===== config.mk =====
export PLATFORM = sky130hd
export DESIGN_NAME = sliding_window_outlier_counter_flat
export DESIGN_NICKNAME = d
export VERILOG_FILES = /design/src/rtl/swoc_pkg.sv /design/src/rtl/swoc_if.sv /design/src/rtl/sliding_window_outlier_counter.sv /design/src/flat_wrapper.sv
export SDC_FILE = /design/constraint.sdc
export NUM_CORES = 2
export LEC_CHECK = 0
export BUFFER_PORTS_ARGS = -buffer_cell sky130_fd_sc_hd__buf_2
export CAP_MARGIN = 0
export CORE_ASPECT_RATIO = 1.1
export CORE_MARGIN = 2
export CORE_UTILIZATION = 30
export DETAILED_ROUTE_END_ITERATION = 6
export SKIP_LAST_GASP = 1
export SLEW_MARGIN = 25
export SYNTH_ARGS = -nofsm -noshare
export SYNTH_HDL_FRONTEND = slang
export SYNTH_SLANG_ARGS = --single-unit

===== constraint.sdc =====
create_clock -name clk -period 17.79 [get_ports clk]
set_input_delay 3.558 -clock clk [delete_from_list [all_inputs] [get_ports clk]]
set_output_delay 3.558 -clock clk [all_outputs]
set_load 0.02 [all_outputs]

===== src/rtl/swoc_pkg.sv =====
package swoc_pkg;

  localparam int WINDOW     = 100;
  localparam int SAMPLE_W   = 12;
  localparam int SLOT_W     = (WINDOW > 2) ? $clog2(WINDOW) : 1;
  localparam int SUM_W      = SAMPLE_W + SLOT_W;
  localparam int SQ_W       = 2 * SAMPLE_W + SLOT_W;
  localparam int REM_W      = SLOT_W;
  localparam int Q_W        = 2 * SAMPLE_W;
  localparam int MEAN_W     = 12;
  localparam int SPREAD_W   = 12;
  localparam int ROOT_W     = Q_W / 2;
  localparam int RT_W       = ROOT_W + 2;
  localparam int TALLY_W    = 16;
  localparam int WARM_W     = $clog2(WINDOW + 256);
  localparam int CNT_W      = $clog2(SQ_W + 1);
  localparam int SUM_MAX    = WINDOW * ((1 << SAMPLE_W) - 1);

  localparam int MULT_W     = 3;
  localparam int MINS_W     = 11;
  localparam int WEXTRA_W   = 8;
  localparam int CFG_DATA_W = 11;
  localparam int CFG_IDX_W  = 2;
  localparam int K_W        = MULT_W + SPREAD_W;

  localparam logic [CFG_IDX_W-1:0] CFG_DEV_MULT     = 2'd0;
  localparam logic [CFG_IDX_W-1:0] CFG_MIN_SPREAD   = 2'd1;
  localparam logic [CFG_IDX_W-1:0] CFG_WARMUP_EXTRA = 2'd2;

  localparam logic [MULT_W-1:0]   DEV_MULT_RST     = 3'd2;
  localparam logic [MINS_W-1:0]   MIN_SPREAD_RST   = 11'd15;
  localparam logic [WEXTRA_W-1:0] WARMUP_EXTRA_RST = 8'd25;

  typedef enum logic [2:0] {
    ST_IDLE,
    ST_UPDATE,
    ST_MEAN,
    ST_MUL,
    ST_VAR,
    ST_SQRT,
    ST_CMP
  } st_t;

endpackage


===== src/rtl/swoc_if.sv =====
interface swoc_in_if;
  import swoc_pkg::*;

  logic                valid;
  logic                ready;
  logic [SAMPLE_W-1:0] sample;

  modport source (output valid, output sample, input ready);
  modport sink (input valid, input sample, output ready);
endinterface

interface swoc_out_if;
  import swoc_pkg::*;

  logic                valid;
  logic                ready;
  logic [MEAN_W-1:0]   mean_value;
  logic [SPREAD_W-1:0] spread;
  logic                is_outlier;
  logic [TALLY_W-1:0]  disturbance_total;
  logic                warmed_up;

  modport source (output valid, output mean_value, output spread, output is_outlier,
                  output disturbance_total, output warmed_up, input ready);
  modport sink (input valid, input mean_value, input spread, input is_outlier,
                input disturbance_total, input warmed_up, output ready);
endinterface


===== src/rtl/sliding_window_outlier_counter.sv =====
// Sliding-window outlier counter. Each input beat carries one echo-width sample, which
// replaces the oldest entry of a 100-entry window held in a block memory; the block then
// returns one result beat with the truncated window mean, the floor square root of the
// truncated population variance (spread), the outlier flag, the saturating disturbance
// count and the warm-up flag. The work is done bit-serially: a one-bit-per-cycle divider
// by the window length (used for the mean and for the variance), a shift-add multiplier
// and a two-bits-per-cycle square root. Each item runs through the accept, update, mean
// division, multiply, variance division, root and compare steps in turn; a new sample is
// accepted only once the block is back in idle. A finished result waits in an output
// register, so the next sample is taken while it is pending; if the result is still not
// taken when the following one is ready, the block holds.
// Configuration writes are taken at any cycle, and are meant to be made while idle.
module sliding_window_outlier_counter (
  input  logic                            clk,
  input  logic                            rst_n,
  swoc_in_if.sink                         in_beat,
  swoc_out_if.source                      out_beat,
  input  logic                            cfg_we,
  input  logic [swoc_pkg::CFG_IDX_W-1:0]  cfg_index,
  input  logic [swoc_pkg::CFG_DATA_W-1:0] cfg_wdata
);
  import swoc_pkg::*;

  st_t state_r, state_nxt;

  logic [MULT_W-1:0]   dev_mult_r;
  logic [MINS_W-1:0]   min_spread_r;
  logic [WEXTRA_W-1:0] warmup_extra_r;

  logic [SAMPLE_W-1:0] win_mem [WINDOW];
  logic [SAMPLE_W-1:0] rd_r;
  logic [SLOT_W-1:0]   oldest_slot_r;
  logic                wrapped_r;

  logic [SAMPLE_W-1:0] x_r;
  logic [SUM_W-1:0]    sum_r, sum_nxt;
  logic [SQ_W-1:0]     sqsum_r, sqsum_nxt;
  logic [WARM_W-1:0]   warm_r;
  logic [TALLY_W-1:0]  tally_r, tally_nxt;

  logic [CNT_W-1:0]    cnt_r;

  logic [SQ_W-1:0]     div_sh_r;
  logic [REM_W-1:0]    div_rem_r, div_rem_nxt;
  logic [Q_W-1:0]      div_q_r, div_q_nxt;
  logic [REM_W:0]      div_t;
  logic                div_ge;

  logic [MEAN_W-1:0]   mean_r;
  logic [REM_W-1:0]    mrem_r;
  logic [MEAN_W-1:0]   mul_a_r;
  logic [SUM_W:0]      mul_b_r;
  logic [SQ_W-1:0]     acc_r, acc_nxt;

  logic [Q_W-1:0]      rad_r;
  logic [RT_W-1:0]     srem_r, srem_t, srem_trial;
  logic [ROOT_W-1:0]   root_r;
  logic                sq_ge;
  logic [SPREAD_W-1:0] spread_r;

  logic [SAMPLE_W-1:0]        old_val;
  logic signed [SAMPLE_W:0]   sq_dlt;
  logic [SAMPLE_W:0]          sq_pls;
  logic signed [2*SAMPLE_W+2:0] sq_chg;

  logic [K_W-1:0]      band_k;
  logic [K_W:0]        band_hi;
  logic                outlier;
  logic                enabled;
  logic [WARM_W-1:0]   warm_limit;

  logic                res_load;
  logic                out_valid_r;
  logic [MEAN_W-1:0]   out_mean_r;
  logic [SPREAD_W-1:0] out_spread_r;
  logic                out_outlier_r;
  logic [TALLY_W-1:0]  out_total_r;
  logic                out_warm_r;

  // Configuration registers.
  always_ff @(posedge clk) begin
    if (!rst_n) begin
      dev_mult_r     <= DEV_MULT_RST;
      min_spread_r   <= MIN_SPREAD_RST;
      warmup_extra_r <= WARMUP_EXTRA_RST;
    end else if (cfg_we) begin
      case (cfg_index)
        CFG_DEV_MULT:     dev_mult_r     <= cfg_wdata[MULT_W-1:0];
        CFG_MIN_SPREAD:   min_spread_r   <= cfg_wdata[MINS_W-1:0];
        CFG_WARMUP_EXTRA: warmup_extra_r <= cfg_wdata[WEXTRA_W-1:0];
        default: ;
      endcase
    end
  end

  // Window memory: the read port always looks at the slot that is overwritten next.
  always_ff @(posedge clk) begin
    rd_r <= win_mem[oldest_slot_r];
    if (state_r == ST_UPDATE) begin
      win_mem[oldest_slot_r] <= x_r;
    end
  end

  // Until the window has wrapped once, the slot being replaced is taken as zero; the memory itself is not reset.
  assign old_val = wrapped_r ? rd_r : '0;

  // The change in the sum of squares is (x - old) * (x + old), one multiplier.
  assign sq_dlt    = $signed({1'b0, x_r}) - $signed({1'b0, old_val});
  assign sq_pls    = {1'b0, x_r} + {1'b0, old_val};
  assign sq_chg    = sq_dlt * $signed({1'b0, sq_pls});
  assign sum_nxt   = sum_r - SUM_W'(old_val) + SUM_W'(x_r);
  assign sqsum_nxt = sqsum_r + $unsigned(SQ_W'(sq_chg));

  // One restoring step of division by the window length.
  assign div_t       = {div_rem_r, div_sh_r[SQ_W-1]};
  assign div_ge      = div_t >= (REM_W+1)'(WINDOW);
  assign div_rem_nxt = div_ge ? REM_W'(div_t - (REM_W+1)'(WINDOW)) : div_t[REM_W-1:0];
  assign div_q_nxt   = {div_q_r[Q_W-2:0], div_ge};

  // MSB-first shift-add multiply of the mean by (sum + remainder).
  assign acc_nxt = {acc_r[SQ_W-2:0], 1'b0} + (mul_a_r[MEAN_W-1] ? SQ_W'(mul_b_r) : '0);

  // One digit of the square root per cycle.
  assign srem_t     = {srem_r[RT_W-3:0], rad_r[Q_W-1 -: 2]};
  assign srem_trial = {root_r, 2'b01};
  assign sq_ge      = srem_t >= srem_trial;

  // Band test and counters.
  assign band_k     = K_W'(dev_mult_r) * K_W'(spread_r);
  assign band_hi    = (K_W+1)'(mean_r) + (K_W+1)'(band_k);
  assign outlier    = (((K_W+1)'(x_r) > band_hi) ||
                       (((K_W+1)'(x_r) + (K_W+1)'(band_k)) < (K_W+1)'(mean_r))) &&
                      (spread_r > SPREAD_W'(min_spread_r));
  assign warm_limit = WARM_W'(WINDOW) + WARM_W'(warmup_extra_r);
  assign enabled    = warm_r >= warm_limit;
  assign tally_nxt  = (outlier && enabled && (tally_r != '1)) ? tally_r + 1'b1 : tally_r;

  always_ff @(posedge clk) begin
    if (!rst_n) begin
      state_r <= ST_IDLE;
    end else begin
      state_r <= state_nxt;
    end
  end

  always_comb begin
    state_nxt = state_r;
    case (state_r)
      ST_IDLE:   if (in_beat.valid) state_nxt = ST_UPDATE;
      ST_UPDATE: state_nxt = ST_MEAN;
      ST_MEAN:   if (cnt_r == '0) state_nxt = ST_MUL;
      ST_MUL:    if (cnt_r == '0) state_nxt = ST_VAR;
      ST_VAR:    if (cnt_r == '0) state_nxt = ST_SQRT;
      ST_SQRT:   if (cnt_r == '0) state_nxt = ST_CMP;
      ST_CMP:    if (res_load) state_nxt = ST_IDLE;
      default:   state_nxt = ST_IDLE;
    endcase
  end

  always_comb begin
    in_beat.ready = 1'b0;
    res_load      = 1'b0;
    case (state_r)
      ST_IDLE: in_beat.ready = rst_n;
      ST_CMP:  res_load      = !out_valid_r || out_beat.ready;
      default: ;
    endcase
  end

  // Window bookkeeping and running sums.
  always_ff @(posedge clk) begin
    if (!rst_n) begin
      oldest_slot_r <= '0;
      wrapped_r     <= 1'b0;
      sum_r         <= '0;
      sqsum_r       <= '0;
      warm_r        <= '0;
      tally_r       <= '0;
    end else begin
      if (state_r == ST_UPDATE) begin
        sum_r   <= sum_nxt;
        sqsum_r <= sqsum_nxt;
        if (oldest_slot_r == SLOT_W'(WINDOW - 1)) begin
          oldest_slot_r <= '0;
          wrapped_r     <= 1'b1;
        end else begin
          oldest_slot_r <= oldest_slot_r + 1'b1;
        end
      end
      if (res_load) begin
        tally_r <= tally_nxt;
        if (warm_r < warm_limit) begin
          warm_r <= warm_r + 1'b1;
        end
      end
    end
  end

  // Serial datapath: divider, multiplier and square root share one step counter.
  always_ff @(posedge clk) begin
    case (state_r)
      ST_IDLE: begin
        if (in_beat.valid) begin
          x_r <= in_beat.sample;
        end
      end
      ST_UPDATE: begin
        div_sh_r  <= {sum_nxt, (SQ_W-SUM_W)'(0)};
        div_rem_r <= '0;
        div_q_r   <= '0;
        cnt_r     <= CNT_W'(SUM_W);
      end
      ST_MEAN: begin
        if (cnt_r != '0) begin
          div_sh_r  <= {div_sh_r[SQ_W-2:0], 1'b0};
          div_rem_r <= div_rem_nxt;
          div_q_r   <= div_q_nxt;
          cnt_r     <= cnt_r - 1'b1;
        end else begin
          mean_r  <= div_q_r[MEAN_W-1:0];
          mrem_r  <= div_rem_r;
          mul_a_r <= div_q_r[MEAN_W-1:0];
          mul_b_r <= (SUM_W+1)'(sum_r) + (SUM_W+1)'(div_rem_r);
          acc_r   <= '0;
          cnt_r   <= CNT_W'(MEAN_W);
        end
      end
      ST_MUL: begin
        if (cnt_r != '0) begin
          acc_r   <= acc_nxt;
          mul_a_r <= {mul_a_r[MEAN_W-2:0], 1'b0};
          cnt_r   <= cnt_r - 1'b1;
        end else begin
          // Sum of squared deviations = sum of squares - mean * (sum + remainder).
          div_sh_r  <= sqsum_r - acc_r;
          div_rem_r <= '0;
          div_q_r   <= '0;
          cnt_r     <= CNT_W'(SQ_W);
        end
      end
      ST_VAR: begin
        if (cnt_r != '0) begin
          div_sh_r  <= {div_sh_r[SQ_W-2:0], 1'b0};
          div_rem_r <= div_rem_nxt;
          div_q_r   <= div_q_nxt;
          cnt_r     <= cnt_r - 1'b1;
        end else begin
          rad_r  <= div_q_r;
          srem_r <= '0;
          root_r <= '0;
          cnt_r  <= CNT_W'(Q_W / 2);
        end
      end
      ST_SQRT: begin
        if (cnt_r != '0) begin
          rad_r  <= {rad_r[Q_W-3:0], 2'b00};
          srem_r <= sq_ge ? srem_t - srem_trial : srem_t;
          root_r <= {root_r[ROOT_W-2:0], sq_ge};
          cnt_r  <= cnt_r - 1'b1;
        end else begin
          spread_r <= SPREAD_W'(root_r);
        end
      end
      default: ;
    endcase
  end

  // Output register.
  always_ff @(posedge clk) begin
    if (!rst_n) begin
      out_valid_r <= 1'b0;
    end else if (res_load) begin
      out_valid_r <= 1'b1;
    end else if (out_beat.ready) begin
      out_valid_r <= 1'b0;
    end
  end

  always_ff @(posedge clk) begin
    if (res_load) begin
      out_mean_r    <= mean_r;
      out_spread_r  <= spread_r;
      out_outlier_r <= outlier;
      out_total_r   <= tally_nxt;
      out_warm_r    <= enabled;
    end
  end

  assign out_beat.valid             = out_valid_r;
  assign out_beat.mean_value        = out_mean_r;
  assign out_beat.spread            = out_spread_r;
  assign out_beat.is_outlier        = out_outlier_r;
  assign out_beat.disturbance_total = out_total_r;
  assign out_beat.warmed_up         = out_warm_r;

  a_accept_starts: assert property (@(posedge clk) disable iff (!rst_n)
    (in_beat.valid && in_beat.ready) |=> (state_r == ST_UPDATE))
    else $error("accepted beat did not start an update");

  a_sum_bound: assert property (@(posedge clk) disable iff (!rst_n)
    (state_r == ST_IDLE) |-> (32'(sum_r) <= 32'(SUM_MAX)))
    else $error("window sum out of range");

  a_mean_div: assert property (@(posedge clk) disable iff (!rst_n)
    (state_r == ST_MUL) |->
      (40'(mean_r) * 40'(WINDOW) + 40'(mrem_r) == 40'(sum_r)))
    else $error("mean division inconsistent with window sum");

  a_root_floor: assert property (@(posedge clk) disable iff (!rst_n)
    (state_r == ST_CMP) |->
      ((32'(spread_r) * 32'(spread_r) <= 32'(div_q_r)) &&
       ((32'(spread_r) + 32'd1) * (32'(spread_r) + 32'd1) > 32'(div_q_r))))
    else $error("spread is not the floor square root of the variance");

endmodule

===== src/flat_wrapper.sv =====
// flat-port wrapper written by rule: the top's interface ports become plain ports
module sliding_window_outlier_counter_flat import swoc_pkg::*;
  (clk, rst_n, cfg_we, cfg_index, cfg_wdata, in_beat_valid, in_beat_sample, in_beat_ready, out_beat_valid, out_beat_mean_value, out_beat_spread, out_beat_is_outlier, out_beat_disturbance_total, out_beat_warmed_up, out_beat_ready);
  swoc_in_if in_beat_i ();
  swoc_out_if out_beat_i ();
  input  logic clk;
  input  logic rst_n;
  input  logic cfg_we;
  input  logic [swoc_pkg::CFG_IDX_W-1:0] cfg_index;
  input  logic [swoc_pkg::CFG_DATA_W-1:0] cfg_wdata;
  input wire logic [$bits(in_beat_i.valid)-1:0] in_beat_valid;
  input wire logic [$bits(in_beat_i.sample)-1:0] in_beat_sample;
  output wire logic [$bits(in_beat_i.ready)-1:0] in_beat_ready;
  output wire logic [$bits(out_beat_i.valid)-1:0] out_beat_valid;
  output wire logic [$bits(out_beat_i.mean_value)-1:0] out_beat_mean_value;
  output wire logic [$bits(out_beat_i.spread)-1:0] out_beat_spread;
  output wire logic [$bits(out_beat_i.is_outlier)-1:0] out_beat_is_outlier;
  output wire logic [$bits(out_beat_i.disturbance_total)-1:0] out_beat_disturbance_total;
  output wire logic [$bits(out_beat_i.warmed_up)-1:0] out_beat_warmed_up;
  input wire logic [$bits(out_beat_i.ready)-1:0] out_beat_ready;
  assign in_beat_i.valid = in_beat_valid;
  assign in_beat_i.sample = in_beat_sample;
  assign in_beat_ready = in_beat_i.ready;
  assign out_beat_valid = out_beat_i.valid;
  assign out_beat_mean_value = out_beat_i.mean_value;
  assign out_beat_spread = out_beat_i.spread;
  assign out_beat_is_outlier = out_beat_i.is_outlier;
  assign out_beat_disturbance_total = out_beat_i.disturbance_total;
  assign out_beat_warmed_up = out_beat_i.warmed_up;
  assign out_beat_i.ready = out_beat_ready;
  sliding_window_outlier_counter u_core (.clk(clk), .rst_n(rst_n), .in_beat(in_beat_i), .out_beat(out_beat_i), .cfg_we(cfg_we), .cfg_index(cfg_index), .cfg_wdata(cfg_wdata));
endmodule

==> summary.txt <==
Setup path
  • R2r setup slk: 7.04 ns
  • WP data required: 18.53 ns
  • Worst reg2reg endpoint: u_core.sqsum_r[27]
  • CP max FO: 13
  • R2r worst-path depth: 36
  • Stages on the worst setup path: 36
  • Buf+Inv Stages, Crit Path: 5
  • Worst r2r src: u_core.wrapped_r
  • Kind of cell adding the most delay to the critical path: adder cells
  • Worst Path Arrival: 11.48 ns
  • Crit. End Element: register
  • Kind of critical path: register to register
  • CP most frequent cell: fa_1
  • CP startpoint: u_core.wrapped_r
  • CP startpoint kind: register
  • CP max stage cell: xor2_1
  • Max incr delay on CP: 0.58 ns

Clocking
  • PostCTS Resize Cnt: 0
  • CTS H-tree lvls: 4
  • Cts bufs inserted: 159
  • Deepest clock path buffer count: 3
  • Worst skew pair latency: 0.84 ns
  • CTS tree: built
  • Post-CTS Setup Bufs: 0
  • Num Clock Sinks: 1,577
  • Clk slew on worst S/H paths: 0.06 ns
  • Cts hold-fix bufs: 0
  • Root Buffer: clkbuf_16

Timing
  • Slew margin rel.: 0.202
  • Max Freq: 93.1 MHz
  • Setup Viol. Count Final: 0
  • Setup Skew: 0.0794 ns
  • Fin. Hold Viols: 0
  • Setup TNS: 0 ns
  • Post-route minimum period: 10.75 ns
  • Unrepaired setup endpoints after global routing: no
  • Tcrit/Tclk final: 0.604
  • Pins Over Slew Limit: 0
  • Setup ws final: 7.04 ns
  • Worst Tran Pin Value: 1.19 ns

Drt
  • ANT nets after route: 0
  • Via count: 48,059
  • Final wirelength: 209,000 µm
  • Drt via density: 5.21
  • DRC Markers: 0
  • DRT Pass-1 Iters: 5
  • Wire per inst: 22.6 µm
  • Iter 0 DRT Violations: 4,854

Global routing
  • Initial antenna violation count: 7
  • Tot GR Track Use: 0.162
  • Largest net degree at the start of global routing: 91
  • Grt ovf: 0
  • Vias in the first global route: 48,166
  • First-pass GRT wire length: 311,000 µm

Floorplan
  • Num ports: 74
  • Chip width: 478 µm
  • Core area: 0.246 mm²
  • Starting Density: 0.302
  • Die Span Y: 526 µm
  • Std cell rows: 191
  • Die Area: 0.252 mm²

Synth
  • EDFF count, synth: 1,456
  • Post-synthesis sequential area ratio: 0.621
  • Cell variety after synth: 81
  • Yosys reg bits: 1,577
  • Main synth FF type: edfxtp_1
  • Async set-reset flop share out of synthesis: 0
  • Yosys top cell area share: 0.589
  • Synth area leaders: edfxtp_1 59%, ha_1 5.7%, fa_1 4.1%
  • Avg Cell Area, Syn: 13.1 µm²
  • Yosys synthesis warning count: 0
  • Synthesized area: 0.0743 mm²
  • Cell taking the most area after synthesis: edfxtp_1
  • Synth Instances: 5,656
  • Syn_nets: 6,176

Worst hold path
  • Sink of the worst hold path: u_core.spread_r[7]
  • Worst hold path depth: 0
  • Worst min path class: register to register
  • HP Start: u_core.root_r[7]

Placement
  • PortBufs: 73
  • GPL Wtd Cong: 0.887
  • Post-DP HPWL: 134,000 µm
  • Worst slack, placed: 7.07 ns

Final layout
  • Fillers: 23,924
  • Fin nets: 6,334
  • Share of layout cells above drive strength 1: 0.0917
  • Commonest non-fill, non-tap cells in the layout: 1,456 x edfxtp_1, 446 x nand2_1, 370 x inv_1
  • Most common cell after layout, fill and taps aside: edfxtp_1
  • Area Overhead vs Synth: 13.7%

Status
  • Status: completed

Run
  • Max Cap Viol: 0
==> final cells by class <==
cell class / count / area (µm²) / area share
Antenna cell: 4 / 10.0 / 0.000119
Clock buffer: 203 / 4140 / 0.0491
Clock inverter: 89 / 895 / 0.0106
Inverter: 373 / 1400 / 0.0166
Multi-Input combinational cell: 3449 / 25900 / 0.307
Sequential cell: 1577 / 46100 / 0.547
Tap cell: 3281 / 4110 / 0.0486
Timing Repair Buffer: 254 / 1790 / 0.0212
==> Yosys cell counts (23+ instances only) <==
| library cell | n |
|---|---|
| edfxtp_1 | 1456 |
| nor2_1 | 377 |
| or3_1 | 30 |
| nand4_1 | 92 |
| mux2i_1 | 42 |
| clkbuf_1 | 214 |
| a22oi_1 | 369 |
| xor2_1 | 69 |
| o21bai_1 | 27 |
| nand2_1 | 448 |
| and3_1 | 40 |
| nor2b_1 | 37 |
| buf_1 | 36 |
| a31oi_1 | 99 |
| o211ai_1 | 23 |
| nor3_1 | 71 |
| a22o_1 | 110 |
| o21ai_0 | 135 |
| nand2b_1 | 51 |
| a21o_1 | 79 |
| a221oi_1 | 109 |
| and2_1 | 82 |
| nand3_1 | 66 |
| a211oi_1 | 34 |
| dfxtp_1 | 121 |
| inv_1 | 372 |
| o21a_1 | 36 |
| fa_1 | 152 |
| a21oi_1 | 184 |
| xnor2_1 | 142 |
| ha_1 | 338 |
==> routing by layer <==
layer	part of all wire	GRT usage	routed length (µm)	up-vias
li1	-	-	-	21648
met1	0.42	0.210	86900	24396
met2	0.48	0.272	101000	1697
met3	0.068	0.0260	14200	314
met4	0.034	0.0563	7030	4
met5	0.000067	0	14	-
==> state kept, by name, summed over array words and instances (netlist names), 16 cells and up <==
signal	cells
u_core.div_sh_r	31
u_core.mul_b_r	20
u_core.tally_r	16
u_core.sum_r	19
u_core.acc_r	31
u_core.div_q_r	24
u_core.rad_r	24
u_core.sqsum_r	31
u_core.out_beat.disturbance_total	16
u_core.win_mem	1200
==> cells by family (layout without fill, tap and decap cells) <==
logic type / count (synthesis) / count (layout) / synth area share
adders and majority gates: 490 / 490 / 0.0979
other: 0 / 4 / 0
buffers and inverters: 630 / 919 / 0.0321
DFF: 1577 / 1577 / 0.621
xor gates and xnor gates: 211 / 211 / 0.0249
and+or+nand+nor: 1364 / 1364 / 0.0857
AOI/OAI and AO/OA: 1326 / 1326 / 0.128
muxes: 58 / 58 / 0.0101
==> worst max-delay path by stage <==
stage,endpoint,slack (ns)
after floorplan,u_core.sqsum_r[30],6.77
after global routing,u_core.sqsum_r[27],6.29
final,u_core.sqsum_r[27],7.04
after detailed placement,u_core.sqsum_r[27],7.07
after global placement,u_core.sqsum_r[30],7.17
after CTS,u_core.sqsum_r[27],7.08
==> through the flow <==
| stage | hold slack [ns] | std cells | utilization | cell area, µm² |
|---|---|---|---|---|
| after CTS | 0.446 | 9226 | 0.343 | 84400 |
| after detailed placement | 0.437 | 8934 | 0.322 | 79300 |
| final | 0.443 | 9230 | 0.343 | 84400 |
| after floorplan | 0.426 | 5656 | - | 74300 |
| after global routing | 0.458 | 9230 | 0.343 | 84400 |
| after global placement | 0.433 | 8934 | 0.322 | 79300 |
==> worst reg2reg max path: cells and delay by family (launching register included) <==
kind | cells | cell delay, ns
adder cells (fa/ha/maj) | 9 | 4.17
AO/OA/AOI/OAI | 15 | 3.58
AND/OR/NAND/NOR | 6 | 1.53
XOR/XNOR | 1 | 0.58
flip-flops | 1 | 0.55
buffers and inverters | 5 | 0.29
Power is left out: the tool's default activity adds up to more than one toggle a clock period on the data nets, which glitch-free logic cannot reach.
